### src/rtl/assert_macros.svh
// Assertion helpers shared by the sequencer RTL.
// Each macro expands to one labeled concurrent assertion, clocked on the
// rising edge and disabled while reset is high.
`ifndef ASSERT_MACROS_SVH
`define ASSERT_MACROS_SVH

// Same-cycle implication.
`define ASSERT_IMPL(label, clk, rst, ante, cons) \
  label: assert property (@(posedge clk) disable iff (rst) (ante) |-> (cons)) \
    else $error("assertion failed: same-cycle implication");

// Next-cycle implication.
`define ASSERT_NEXT(label, clk, rst, ante, cons) \
  label: assert property (@(posedge clk) disable iff (rst) (ante) |=> (cons)) \
    else $error("assertion failed: next-cycle implication");

`endif

### src/rtl/slbs_pkg.sv
`timescale 1ns / 1ps
// ----------------------------------------------------------------------------
// slbs_pkg
// Types and constants shared by the loop block sequencer.
// ----------------------------------------------------------------------------
package slbs_pkg;

  localparam int BLOCK_W    = 16;
  localparam int PASS_W     = 16;
  localparam int FRAME_W    = 24;
  localparam int BFRAME_W   = 13;
  localparam int END_W      = FRAME_W + 1;
  localparam int LIMIT_W    = PASS_W + 1;
  localparam int CFG_DATA_W = 25;
  localparam int CFG_IDX_W  = 3;

  // Rounding division (2*f + d) / (2*d): numerator and divisor widths.
  localparam int NUM_W  = FRAME_W + 2;
  localparam int DEN_W  = BFRAME_W + 1;
  localparam int STEP_W = $clog2(NUM_W + 2);

  localparam logic [CFG_IDX_W-1:0] REG_TOTAL_BLOCKS     = 3'd0;
  localparam logic [CFG_IDX_W-1:0] REG_BLOCK_FRAMES     = 3'd1;
  localparam logic [CFG_IDX_W-1:0] REG_LOOP_START_FRAME = 3'd2;
  localparam logic [CFG_IDX_W-1:0] REG_LOOP_END_FRAME   = 3'd3;
  localparam logic [CFG_IDX_W-1:0] REG_LOOP_LIMIT       = 3'd4;

  localparam logic [1:0] OP_FETCH   = 2'd0;
  localparam logic [1:0] OP_RELEASE = 2'd1;
  localparam logic [1:0] OP_SEEK    = 2'd2;
  localparam logic [1:0] OP_RESTART = 2'd3;

  typedef struct packed {
    logic [1:0]         opcode;
    logic [BLOCK_W-1:0] seek_block;
  } slbs_req_t;

  typedef struct packed {
    logic [BLOCK_W-1:0] block_index;
    logic               block_valid;
    logic               play_done;
    logic [PASS_W-1:0]  loops_completed;
    logic               released_flag;
  } slbs_res_t;

  // Loop settings handed from the configuration unit to the core.
  typedef struct packed {
    logic [BLOCK_W-1:0] total;
    logic [BLOCK_W-1:0] first;
    logic [BLOCK_W-1:0] last;
    logic               limit_neg;
    logic [PASS_W-1:0]  limit;
    logic               busy;
  } loop_cfg_t;

endpackage

### src/rtl/slbs_if.sv
`timescale 1ns / 1ps
// ----------------------------------------------------------------------------
// slbs_if
// Valid/ready channels for requests and results of the sequencer.
// ----------------------------------------------------------------------------
interface slbs_req_if import slbs_pkg::*; ();
  logic      valid;
  logic      ready;
  slbs_req_t payload;

  modport source (output valid, output payload, input ready);
  modport sink (input valid, input payload, output ready);
endinterface

interface slbs_res_if import slbs_pkg::*; ();
  logic      valid;
  logic      ready;
  slbs_res_t payload;

  modport source (output valid, output payload, input ready);
  modport sink (input valid, input payload, output ready);
endinterface

### src/rtl/slbs_loop_unit.sv
`timescale 1ns / 1ps
// ----------------------------------------------------------------------------
// slbs_loop_unit
// Configuration registers and loop point conversion from frames to blocks.
// Two restoring dividers run side by side, one quotient bit per cycle.
// ----------------------------------------------------------------------------
`include "assert_macros.svh"

module slbs_loop_unit import slbs_pkg::*; (
  input  logic                  clk,
  input  logic                  rst,
  input  logic                  cfg_we,
  input  logic [CFG_IDX_W-1:0]  cfg_index,
  input  logic [CFG_DATA_W-1:0] cfg_data,
  output loop_cfg_t             loop_cfg
);

  typedef struct packed {
    logic [DEN_W-1:0] rem;
    logic             qbit;
  } div_step_t;

  logic [BLOCK_W-1:0]  total_blocks;
  logic [BFRAME_W-1:0] block_frames;
  logic [FRAME_W-1:0]  loop_start_frame;
  logic [END_W-1:0]    loop_end_frame;
  logic [LIMIT_W-1:0]  loop_limit;

  logic                busy;
  logic [STEP_W-1:0]   step_cnt;
  logic [NUM_W-1:0]    num_s, num_e;
  logic [NUM_W-1:0]    quo_s, quo_e;
  logic [DEN_W-1:0]    rem_s, rem_e;
  logic [DEN_W-1:0]    den;
  logic [BLOCK_W-1:0]  first, last;

  logic [BLOCK_W-1:0]  tot_eff;
  logic [BFRAME_W-1:0] bf_eff;
  logic                reg_write;
  div_step_t           step_s, step_e;
  logic [BLOCK_W-1:0]  first_next, last_next;
  logic [NUM_W-1:0]    tot_wide, tot_m1_wide;

  function automatic div_step_t div_step(input logic [DEN_W-1:0] rem,
                                         input logic             nbit,
                                         input logic [DEN_W-1:0] d);
    logic [DEN_W:0] sh;
    div_step_t      r;
    sh = {rem, nbit};
    if (sh >= {1'b0, d}) begin
      r.rem  = DEN_W'(sh - {1'b0, d});
      r.qbit = 1'b1;
    end else begin
      r.rem  = sh[DEN_W-1:0];
      r.qbit = 1'b0;
    end
    return r;
  endfunction

  always_comb begin
    tot_eff = (total_blocks == '0) ? BLOCK_W'(1) : total_blocks;
    bf_eff  = (block_frames == '0) ? BFRAME_W'(1) : block_frames;
    unique case (cfg_index)
      REG_TOTAL_BLOCKS, REG_BLOCK_FRAMES, REG_LOOP_START_FRAME,
      REG_LOOP_END_FRAME, REG_LOOP_LIMIT: reg_write = cfg_we;
      default: reg_write = 1'b0;
    endcase
  end

  assign step_s = div_step(rem_s, num_s[NUM_W-1], den);
  assign step_e = div_step(rem_e, num_e[NUM_W-1], den);

  // Clamp the rounded quotients against the sample length.
  always_comb begin
    tot_wide    = NUM_W'(tot_eff);
    tot_m1_wide = NUM_W'(tot_eff - 1'b1);
    first_next  = (quo_s > tot_m1_wide) ? tot_m1_wide[BLOCK_W-1:0] : quo_s[BLOCK_W-1:0];
    if (loop_end_frame[END_W-1]) begin
      last_next = tot_eff;
    end else if (quo_e == '0) begin
      last_next = BLOCK_W'(1);
    end else if (quo_e > tot_wide) begin
      last_next = tot_eff;
    end else begin
      last_next = quo_e[BLOCK_W-1:0];
    end
    if (last_next <= first_next) begin
      last_next = first_next + 1'b1;
    end
  end

  always_ff @(posedge clk) begin
    if (rst) begin
      total_blocks     <= BLOCK_W'(1);
      block_frames     <= BFRAME_W'(1);
      loop_start_frame <= '0;
      loop_end_frame   <= '1;
      loop_limit       <= '0;
      busy             <= 1'b0;
      step_cnt         <= '0;
      first            <= '0;
      last             <= BLOCK_W'(1);
    end else begin
      if (cfg_we) begin
        unique case (cfg_index)
          REG_TOTAL_BLOCKS:     total_blocks     <= cfg_data[BLOCK_W-1:0];
          REG_BLOCK_FRAMES:     block_frames     <= cfg_data[BFRAME_W-1:0];
          REG_LOOP_START_FRAME: loop_start_frame <= cfg_data[FRAME_W-1:0];
          REG_LOOP_END_FRAME:   loop_end_frame   <= cfg_data[END_W-1:0];
          REG_LOOP_LIMIT:       loop_limit       <= cfg_data[LIMIT_W-1:0];
          default: ;
        endcase
      end
      // A new write restarts the conversion with the updated registers.
      if (reg_write) begin
        busy     <= 1'b1;
        step_cnt <= '0;
      end else if (busy) begin
        if (step_cnt == STEP_W'(NUM_W + 1)) begin
          busy  <= 1'b0;
          first <= first_next;
          last  <= last_next;
        end else begin
          step_cnt <= step_cnt + 1'b1;
        end
      end
    end
  end

  always_ff @(posedge clk) begin
    if (busy && !reg_write) begin
      if (step_cnt == '0) begin
        num_s <= NUM_W'({loop_start_frame, 1'b0}) + NUM_W'(bf_eff);
        num_e <= NUM_W'({loop_end_frame[FRAME_W-1:0], 1'b0}) + NUM_W'(bf_eff);
        den   <= {bf_eff, 1'b0};
        rem_s <= '0;
        rem_e <= '0;
        quo_s <= '0;
        quo_e <= '0;
      end else if (step_cnt <= STEP_W'(NUM_W)) begin
        num_s <= {num_s[NUM_W-2:0], 1'b0};
        num_e <= {num_e[NUM_W-2:0], 1'b0};
        rem_s <= step_s.rem;
        rem_e <= step_e.rem;
        quo_s <= {quo_s[NUM_W-2:0], step_s.qbit};
        quo_e <= {quo_e[NUM_W-2:0], step_e.qbit};
      end
    end
  end

  always_comb begin
    loop_cfg.total     = tot_eff;
    loop_cfg.first     = first;
    loop_cfg.last      = last;
    loop_cfg.limit_neg = loop_limit[LIMIT_W-1];
    loop_cfg.limit     = loop_limit[PASS_W-1:0];
    loop_cfg.busy      = busy;
  end

  `ASSERT_NEXT(a_write_starts_conv, clk, rst, reg_write, busy)
  `ASSERT_IMPL(a_loop_span_ok, clk, rst, !busy, (last > first) && (last <= tot_eff))

endmodule

### src/rtl/slbs_core.sv
`timescale 1ns / 1ps
// ----------------------------------------------------------------------------
// slbs_core
// Request register, play position state and result register. Each request
// is resolved in the single cycle in which it moves into the result register.
// ----------------------------------------------------------------------------
`include "assert_macros.svh"

module slbs_core import slbs_pkg::*; (
  input  logic       clk,
  input  logic       rst,
  input  loop_cfg_t  loop_cfg,
  slbs_req_if.sink   req,
  slbs_res_if.source res
);

  logic               in_valid;
  slbs_req_t          in_item;
  logic               res_valid;
  slbs_res_t          res_item;

  logic [BLOCK_W-1:0] position;
  logic [PASS_W-1:0]  loop_passes;
  logic               released;

  logic               advance;
  logic               looping;
  logic               looping_next;
  logic               go;
  logic [BLOCK_W-1:0] position_next;
  logic [BLOCK_W-1:0] step_pos;
  logic [PASS_W-1:0]  loop_passes_next;
  logic               released_next;
  slbs_res_t          res_next;

  function automatic logic [PASS_W-1:0] sat_inc(input logic [PASS_W-1:0] x);
    return (x == '1) ? x : x + 1'b1;
  endfunction

  assign advance   = in_valid && (!res_valid || res.ready);
  assign req.ready = !loop_cfg.busy && (!in_valid || advance);
  assign res.valid   = res_valid;
  assign res.payload = res_item;

  always_comb begin
    position_next    = position;
    loop_passes_next = loop_passes;
    released_next    = released;
    step_pos         = '0;
    go               = 1'b0;
    res_next         = '0;
    looping = !released && (loop_cfg.limit_neg || loop_passes < loop_cfg.limit);
    case (in_item.opcode)
      OP_FETCH: begin
        if (looping) begin
          go = 1'b1;
          // At the loop end the pass is counted first; the last pass fetches nothing.
          if (position >= loop_cfg.last) begin
            position_next    = loop_cfg.first;
            loop_passes_next = sat_inc(loop_passes_next);
            if (!loop_cfg.limit_neg && loop_passes_next >= loop_cfg.limit) begin
              go = 1'b0;
            end
          end
          if (go) begin
            res_next.block_index = position_next;
            res_next.block_valid = 1'b1;
            step_pos = position_next + 1'b1;
            if (step_pos >= loop_cfg.last) begin
              position_next    = loop_cfg.first;
              loop_passes_next = sat_inc(loop_passes_next);
            end else begin
              position_next = step_pos;
            end
          end
        end else if (position < loop_cfg.total) begin
          res_next.block_index = position;
          res_next.block_valid = 1'b1;
          position_next        = position + 1'b1;
        end
      end
      OP_RELEASE: released_next = 1'b1;
      OP_SEEK: begin
        position_next = (in_item.seek_block > loop_cfg.total) ? loop_cfg.total
                                                              : in_item.seek_block;
      end
      default: begin
        position_next    = '0;
        loop_passes_next = '0;
        released_next    = 1'b0;
      end
    endcase
    looping_next = !released_next &&
                   (loop_cfg.limit_neg || loop_passes_next < loop_cfg.limit);
    res_next.play_done       = !looping_next && (position_next >= loop_cfg.total);
    res_next.loops_completed = loop_passes_next;
    res_next.released_flag   = released_next;
  end

  always_ff @(posedge clk) begin
    if (rst) begin
      in_valid    <= 1'b0;
      res_valid   <= 1'b0;
      position    <= '0;
      loop_passes <= '0;
      released    <= 1'b0;
    end else begin
      if (req.valid && req.ready) begin
        in_valid <= 1'b1;
      end else if (advance) begin
        in_valid <= 1'b0;
      end
      if (advance) begin
        res_valid   <= 1'b1;
        position    <= position_next;
        loop_passes <= loop_passes_next;
        released    <= released_next;
      end else if (res.ready) begin
        res_valid <= 1'b0;
      end
    end
  end

  always_ff @(posedge clk) begin
    if (req.valid && req.ready) begin
      in_item <= req.payload;
    end
    if (advance) begin
      res_item <= res_next;
    end
  end

  `ASSERT_NEXT(a_advance_fills_result, clk, rst, advance, res_valid)
  `ASSERT_IMPL(a_block_in_sample, clk, rst, advance && res_next.block_valid, res_next.block_index < loop_cfg.total)

endmodule

### src/rtl/sample_loop_block_sequencer.sv
`timescale 1ns / 1ps
// ----------------------------------------------------------------------------
// sample_loop_block_sequencer
// Block address generator for looped sample playback.
// ----------------------------------------------------------------------------
// Every request (fetch, release, seek or restart) yields exactly one result.
// The block takes one request per cycle while no conversion runs and results
// are taken; a result passes through the request register, then the result
// register, and a second request is taken while a result waits at the
// output. A write to any loop register starts a conversion of the loop points
// from frames to blocks in a pair of bit-serial dividers (load, 26 quotient
// bits, clamp), during which requests are held off. Out of reset the loop
// points are ready at once.
// ----------------------------------------------------------------------------
module sample_loop_block_sequencer import slbs_pkg::*; (
  input  logic                  clk,
  input  logic                  rst,
  input  logic                  cfg_we,
  input  logic [CFG_IDX_W-1:0]  cfg_index,
  input  logic [CFG_DATA_W-1:0] cfg_data,
  slbs_req_if.sink              req,
  slbs_res_if.source            res
);

  loop_cfg_t loop_cfg;

  slbs_loop_unit u_loop_unit (
    .clk       (clk),
    .rst       (rst),
    .cfg_we    (cfg_we),
    .cfg_index (cfg_index),
    .cfg_data  (cfg_data),
    .loop_cfg  (loop_cfg)
  );

  slbs_core u_core (
    .clk      (clk),
    .rst      (rst),
    .loop_cfg (loop_cfg),
    .req      (req),
    .res      (res)
  );

endmodule
### src/flat_wrapper.sv
// flat-port wrapper written by rule: the top's interface ports become plain ports
module sample_loop_block_sequencer_flat import slbs_pkg::*;
  (clk, rst, cfg_we, cfg_index, cfg_data, req_valid, req_payload, req_ready, res_valid, res_payload, res_ready);
  slbs_req_if req_i ();
  slbs_res_if res_i ();
  input  logic clk;
  input  logic rst;
  input  logic cfg_we;
  input  logic [CFG_IDX_W-1:0] cfg_index;
  input  logic [CFG_DATA_W-1:0] cfg_data;
  input wire logic [$bits(req_i.valid)-1:0] req_valid;
  input wire logic [$bits(req_i.payload)-1:0] req_payload;
  output wire logic [$bits(req_i.ready)-1:0] req_ready;
  output wire logic [$bits(res_i.valid)-1:0] res_valid;
  output wire logic [$bits(res_i.payload)-1:0] res_payload;
  input wire logic [$bits(res_i.ready)-1:0] res_ready;
  assign req_i.valid = req_valid;
  assign req_i.payload = req_payload;
  assign req_ready = req_i.ready;
  assign res_valid = res_i.valid;
  assign res_payload = res_i.payload;
  assign res_i.ready = res_ready;
  sample_loop_block_sequencer u_core (.clk(clk), .rst(rst), .cfg_we(cfg_we), .cfg_index(cfg_index), .cfg_data(cfg_data), .req(req_i), .res(res_i));
endmodule
### config.mk
export PLATFORM = sky130hd
export DESIGN_NAME = sample_loop_block_sequencer_flat
export DESIGN_NICKNAME = d
export VERILOG_FILES = /design/src/rtl/slbs_pkg.sv /design/src/rtl/slbs_if.sv /design/src/rtl/slbs_loop_unit.sv /design/src/rtl/slbs_core.sv /design/src/rtl/sample_loop_block_sequencer.sv /design/src/flat_wrapper.sv
export VERILOG_INCLUDE_DIRS = /design/src /design/src/rtl
export SDC_FILE = /design/constraint.sdc
export NUM_CORES = 1
export LEC_CHECK = 0
export BUFFER_PORTS_ARGS = -buffer_cell sky130_fd_sc_hd__buf_2
export CORE_AREA = 2 2 261 186
export DETAILED_ROUTE_END_ITERATION = 6
export DIE_AREA = 0 0 263 188
export PLACE_DENSITY = 0.66
export SLEW_MARGIN = 20
export SYNTH_ARGS = -nofsm -noshare
export SYNTH_HDL_FRONTEND = slang
export SYNTH_SLANG_ARGS = --single-unit
### constraint.sdc
create_clock -name clk -period 13.7 [get_ports clk]
set_input_delay 3.425 -clock clk [delete_from_list [all_inputs] [get_ports clk]]
set_output_delay 3.425 -clock clk [all_outputs]
set_load 0.01 [all_outputs]
; After elaboration in Yosys (flattened, before gate mapping)
; Cells that the tools add are included.
[op_classes]
bitwise_logic = 2
n_addsub = 11
mux = 51
reduce_logical = 42
n_lt_le_gt_ge = 14
n_eq_ne = 9
[ops]
columns = operator, n
row1 = $mux 16, 22
row2 = $mux 26, 6
row3 = $add 16x1->16 const B, 5
row4 = $ge 16x16->1, 4
row5 = $add 25x13->26, 2
row6 = $mux 17, 3
row7 = $lt 16x16->1, 3
row8 = $pmux 16 s3, 1
row9 = $eq 16x16->1 const B, 2
row10 = $pmux 16 s2, 1
row11 = $ge 15x14->1, 2
row12 = $mux 15, 2
row13 = $mux 14, 2
row14 = $sub 14x14->14, 2
row15 = $gt 26x16->1, 1
row16 = $gt 26x26->1, 1
row17 = $logic_not 26->1, 1
row18 = $sub 16x1->17 const B, 1
row19 = $gt 16x16->1, 1
row20 = $le 16x16->1, 1
row21 = $logic_not 16->1, 1
row22 = $reduce_and 2->1, 8
row23 = $logic_not 13->1, 1
row24 = $mux 13, 1
row25 = 21 further kinds, 55
[totals]
output_inout_bits = 37
input_bits = 51
word_cells = 157
register_bits = 366

; Depth between registers and ports, before layout
[depth]
word_depth = 16
mapped_depth = 41

; Hierarchy
; A second synthesis with hierarchy kept.
[hier_totals]
hier_cells = 2946
hier_area_um2 = 25619.6
[by_module_without_submodules]
columns = mod, area_per_inst_um2, instances, seq_area_each_um2, cells_each
row1 = slbs_loop_unit, 15768.9, 1, 6986.7, 1754
row2 = slbs_core, 9850.7, 1, 2292.2, 1192

; Worst setup path before layout
; No wires, ideal clock.
[synth_timing]
path_kind = input-to-reg
startpoint = input cfg_index[1]
endpoint = register u_core.u_loop_unit.num_e[10] (enable)
required_ns = 13.001
path_slack_ns = 2.510
n_path_buf = 1
arrival_ns = 10.491
cell_stages = 5
setup_ns = 0.699
path_cell_list = clkbuf_1 > o21ai_0 > nand2_1 > nand2_1 > a31oi_1
[synth_between]
elab_chain_cells = 6
elab_cells_between_ends = 10
[synth_rtl]
columns = element, line
row1 = from (decl), flat_wrapper.sv:9  ; input logic [CFG_IDX_W-1:0] cfg_index;
row2 = "$eq 3x3->1, or another cell as far along", slbs_loop_unit.sv:63  ; unique case (cfg_index)
row3 = $reduce_or 5->1 (*), slbs_loop_unit.sv:63
row4 = $mux 1 (*), slbs_loop_unit.sv:63
row5 = $logic_not 1->1 (*), slbs_loop_unit.sv:131  ; if (busy && !reg_write) begin
row6 = $logic_and 1x1->1 (*), slbs_loop_unit.sv:131
row7 = $reduce_and 2->1 (no line) (*), --
row8 = to (signal assigned), slbs_loop_unit.sv:134  ; num_e <= NUM_W'({loop_end_frame[FRAME_W-1:0], 1'b0}) + NUM_W'(bf_eff);
row9 = to (signal assigned), slbs_loop_unit.sv:142  ; num_e <= {num_e[NUM_W-2:0], 1'b0};
row10 = to (decl), slbs_loop_unit.sv:31  ; logic [NUM_W-1:0] num_s, num_e;
; Every way passes the cells marked *; elsewhere a longest branch is shown, timed or not.
; A chain may end at the register's enable or synchronous reset.

==> summary.md <==
| Metric | Value |
|---|---|
| Data required time of the critical path | `14.02 ns` |
| Pwr dens | `110.1 nW/µm²` |
| Kind of cell adding the most delay to the critical path | `compound AO/OA/AOI/OAI gates` |
| Final hold violation count | `0` |
| Vertical extent of the die | `188 µm` |
| Category of the worst setup path capture point | `flip-flop` |
| Number of buffer and inverter stages on the critical path | `2` |
| Number of rows in the core area | `67` |
| Data arrival time of the critical path | `8.65 ns` |
| Number of enable flip-flop cells after synthesis | `197` |
| Number of max-cap violations | `0` |
| Pins Over Slew Limit | `0` |
| Area Growth Syn to Fin | `9.667%` |
| FF+latch count, synth | `365` |
| Post-synth top area cell | `sky130_fd_sc_hd__edfxtp_1` |
| Largest fanout of any net on the critical path | `55` |
| Clock tree skew after final layout | `0.03283 ns` |
| TritonCTS clock tree | `done` |
| Mean instance size in the synthesized netlist | `8.804 µm²` |
| Largest cells by area after synthesis | `sky130_fd_sc_hd__edfxtp_1 (24%), sky130_fd_sc_hd__dfxtp_1 (14%), sky130_fd_sc_hd__ha_1 (13%)` |
| Initial core utilization | `52.17%` |
| Worst rel slew slack | `28.41%` |
| DR vias | `21,510` |
| Non-Filler Cell Area, Final | `26,960 µm²` |
| Cell with the largest stage delay on the worst path | `sky130_fd_sc_hd__nor4_1` |
| GRT Max-Usage Layer | `met1` |
| Post-Synthesis Net Count | `3,094` |
| Total chip power | `2.967 mW` |
| Gate Count Post-Synth | `2,792` |
| Category of the most critical setup path | `reg2reg` |
| Initial antenna violation count | `1` |
| Post CTS Setup Buffer Count | `0` |
| Vias in the first global route | `20,360` |
| Clk sinks | `365` |
| Post-detailed-placement cell area | `25,570 µm²` |
| Final routed wire length divided by cell count | `23.02 µm` |
| Fill cells | `4,225` |
| Peak clock frequency supported by timing | `120.0 MHz` |
| Via/cell ratio | `6.198` |
| CP max stage delay | `0.85 ns` |
| Starting DRT DRC Count | `2,580` |
| Post-cts resize count | `0` |
| Wire length of the first global-routing pass | `121,800 µm` |
| DR DRC count | `0` |
| Final period demand of the worst path | `8.331 ns` |
| Routed WL | `79,870 µm` |
| Post-Route Setup TNS | `0 ns` |
| GR Util met3 | `6.435%` |
| Peak supply drop | `0.08788 mV` |
| Outcome | `completed` |
| Final period util | `60.81%` |
| Number of top-level design ports | `88` |
| Portion of synthesized cell area occupied by the leading cell type | `24.07%` |
| Asr flop ratio synth | `0%` |
| Predominant post-synthesis flop cell | `sky130_fd_sc_hd__edfxtp_1` |
| Setup-violating endpoint count in the final report | `0` |
| Type of the tightest min-delay check | `reg2reg` |
| Ant. Diodes | `0` |
| Transition time at the pin with the least slew margin | `1.071 ns` |
| Last weighted congestion value of the routability-driven placer | `1.029` |
| Number of distinct library cells after synthesis | `85` |
| Die Outline Area | `49,440 µm²` |
| Post-synthesis cell area | `24,580 µm²` |
| Antenna Nets Post-Route | `0` |
| Yosys synthesis warning count | `0` |
| Met1 layer usage reported by global route | `48.44%` |
| Count of port buffers added during placement | `87` |
| Buffer levels on the longest clock path | `3` |
| Core region area | `47,110 µm²` |
| Final global-route overflow total | `0` |
| Layout Nets | `3,120` |
| Largest net degree at the start of global routing | `96` |
| Number of detailed-routing iterations run before antenna repair | `5` |
| H-tree Lvls | `2` |
| Leakage power of the design | `10.69 nW` |
| Share of the core filled with cells in the final layout | `57.22%` |
| Clock transition at the registers of the reported paths | `0.07 ns` |
| GR Util met2 | `45.62%` |
| Total routing resource utilization after global routing | `31.78%` |
| Root Driver | `sky130_fd_sc_hd__clkbuf_16` |
| Unrepaired setup endpoints after global routing | `false` |
| Detail Placement HPWL | `60,040 µm` |
| CTS buffer count | `40` |
| Critical path startpoint category | `flip-flop` |
| Die Width | `263 µm` |
| Insertion delay to the later sink of the worst-skew pair | `0.59 ns` |
| Hold buffer count at CTS | `0` |
| Sequential share of the synthesized area | `37.75%` |
| Proportion of layout cells with a drive suffix above 1 | `9.056%` |
area by class of cell:
cell class | instances | area [µm²] | share of cell area [%]
repair buffers | 123 | 715.7 | 2.655
clock inverters | 19 | 198.9 | 0.7380
flip-flops and latches | 365 | 9279 | 34.42
inverters | 127 | 478.0 | 1.773
clock buffers | 54 | 1165 | 4.321
well taps | 621 | 777.0 | 2.882
multi-input cells | 2161 | 14340 | 53.21
where the power goes:
group          switching, mW  total [mW]  internal (mW)
Clock                  0.484        1.13          0.643
Combinational          0.391       0.596          0.205
Sequential            0.0370        1.24           1.21
cell usage in the layout, fill, tap and decap left out, types with 6 or more instances in the layout:
cell,synthesis,routed
sky130_fd_sc_hd__nand2_1,389,389
sky130_fd_sc_hd__ha_1,247,247
sky130_fd_sc_hd__nor2_1,218,217
sky130_fd_sc_hd__a21oi_1,214,213
sky130_fd_sc_hd__edfxtp_1,197,197
sky130_fd_sc_hd__dfxtp_1,168,168
sky130_fd_sc_hd__o21ai_0,133,131
sky130_fd_sc_hd__inv_1,124,124
sky130_fd_sc_hd__nand3_1,98,98
sky130_fd_sc_hd__buf_2,13,86
sky130_fd_sc_hd__xnor2_1,73,73
sky130_fd_sc_hd__and2_1,67,67
sky130_fd_sc_hd__mux2i_1,62,62
sky130_fd_sc_hd__xor2_1,62,62
sky130_fd_sc_hd__a21o_1,61,61
sky130_fd_sc_hd__nand4_1,51,51
sky130_fd_sc_hd__nor3_1,52,51
sky130_fd_sc_hd__a22o_1,41,41
sky130_fd_sc_hd__clkbuf_16,0,41
sky130_fd_sc_hd__buf_4,1,36
sky130_fd_sc_hd__and3_1,31,31
sky130_fd_sc_hd__a22oi_1,28,28
sky130_fd_sc_hd__a211oi_1,25,25
sky130_fd_sc_hd__nor2b_1,23,23
sky130_fd_sc_hd__nor4_1,23,23
sky130_fd_sc_hd__mux2_2,23,23
sky130_fd_sc_hd__a31oi_1,21,20
sky130_fd_sc_hd__nand2b_1,19,19
sky130_fd_sc_hd__o211ai_1,19,19
sky130_fd_sc_hd__o21a_1,19,19
sky130_fd_sc_hd__o21bai_1,14,14
sky130_fd_sc_hd__or3_1,13,13
sky130_fd_sc_hd__a21boi_0,10,10
sky130_fd_sc_hd__clkbuf_8,0,9
sky130_fd_sc_hd__a31o_2,8,8
sky130_fd_sc_hd__o22ai_1,8,8
sky130_fd_sc_hd__o31ai_1,8,7
sky130_fd_sc_hd__or2_2,7,7
sky130_fd_sc_hd__o221ai_1,6,6
sky130_fd_sc_hd__o21ba_2,6,6
path summary, 6_finish.rpt:
| check | slack, ns | start | cells past startpoint | endpoint |
|---|---|---|---|---|
| setup / recovery | 5.37 | u_core.u_core.position[13] | 31 | u_core.u_core.res.payload[17] |
| hold / removal | 0.46 | u_core.u_loop_unit.loop_limit[12] | 2 | u_core.u_loop_unit.loop_limit[12] |
| setup reg to reg | 5.37 | u_core.u_core.position[13] | 31 | u_core.u_core.res.payload[17] |
| hold reg to reg | 0.46 | u_core.u_loop_unit.loop_limit[12] | 2 | u_core.u_loop_unit.loop_limit[12] |
flip-flops by register name (all words and copies together), names as in the netlist, 5 cells and up:
| signal | cells |
|---|---|
| u_core.u_core.res.payload | 35 |
| u_core.u_loop_unit.first | 16 |
| u_core.u_loop_unit.quo_e | 26 |
| u_core.u_loop_unit.loop_end_frame | 25 |
| u_core.u_loop_unit.rem_s | 14 |
| u_core.u_loop_unit.quo_s | 26 |
| u_core.u_loop_unit.total_blocks | 16 |
| u_core.u_loop_unit.loop_limit | 17 |
| u_core.u_loop_unit.num_s | 26 |
| u_core.u_loop_unit.step_cnt | 5 |
| u_core.u_loop_unit.rem_e | 14 |
| u_core.u_core.loop_passes | 16 |
| u_core.u_loop_unit.den | 13 |
| u_core.u_loop_unit.last | 16 |
| u_core.u_loop_unit.block_frames | 13 |
| u_core.u_core.position | 16 |
| u_core.u_loop_unit.loop_start_frame | 24 |
| u_core.u_loop_unit.num_e | 25 |
| u_core.u_core.in_item | 18 |
per-layer routing:
metal,wire [µm],vias to the layer above,part of all wire [%]
met3,7425,128,9.3
met2,32620,963,41
li1,-,10130,-
met5,19,-,0.024
met1,38070,10290,48
met4,1739,2,2.2
synthesized netlist by cell type (all sizes together), types with 25 or more instances:
library cell,count
nand2,390
ha,247
nor2,218
a21oi,215
edfxtp,197
dfxtp,168
o21ai,137
inv,125
clkbuf,113
nand3,100
xnor2,73
and2,67
mux2i,62
xor2,62
a21o,61
nor3,54
nand4,51
a22o,41
and3,31
a22oi,28
buf,26
a211oi,25
through the flow:
| stage | worst slack [ns] | hold slack, ns | instances |
|---|---|---|---|
| finish | 5.369 | 0.4572 | 3470 |
| floorplan | 2.510 | 0.4363 | 2792 |
| CTS | 5.474 | 0.4560 | 3469 |
| global placement | 5.672 | 0.4461 | 3396 |
| global route | 4.822 | 0.4795 | 3470 |
| detailed placement | 5.509 | 0.4473 | 3396 |
worst min-delay path, stage by stage, from the launching register on:
cell                      delay (ns)
sky130_fd_sc_hd__dfxtp_1        0.31
sky130_fd_sc_hd__nand2_1        0.05
sky130_fd_sc_hd__a21oi_1        0.05
cell families after synthesis:
family	share of synthesized area (%)
DFF	37.75
xor gates and xnor gates	4.810
and+or+nand+nor	19.46
buffers and inverters	4.179
muxes	3.579
AOI/OAI and AO/OA	17.32
adders and majority gates	12.90
Note: power is estimated with default switching activity, not from simulation.
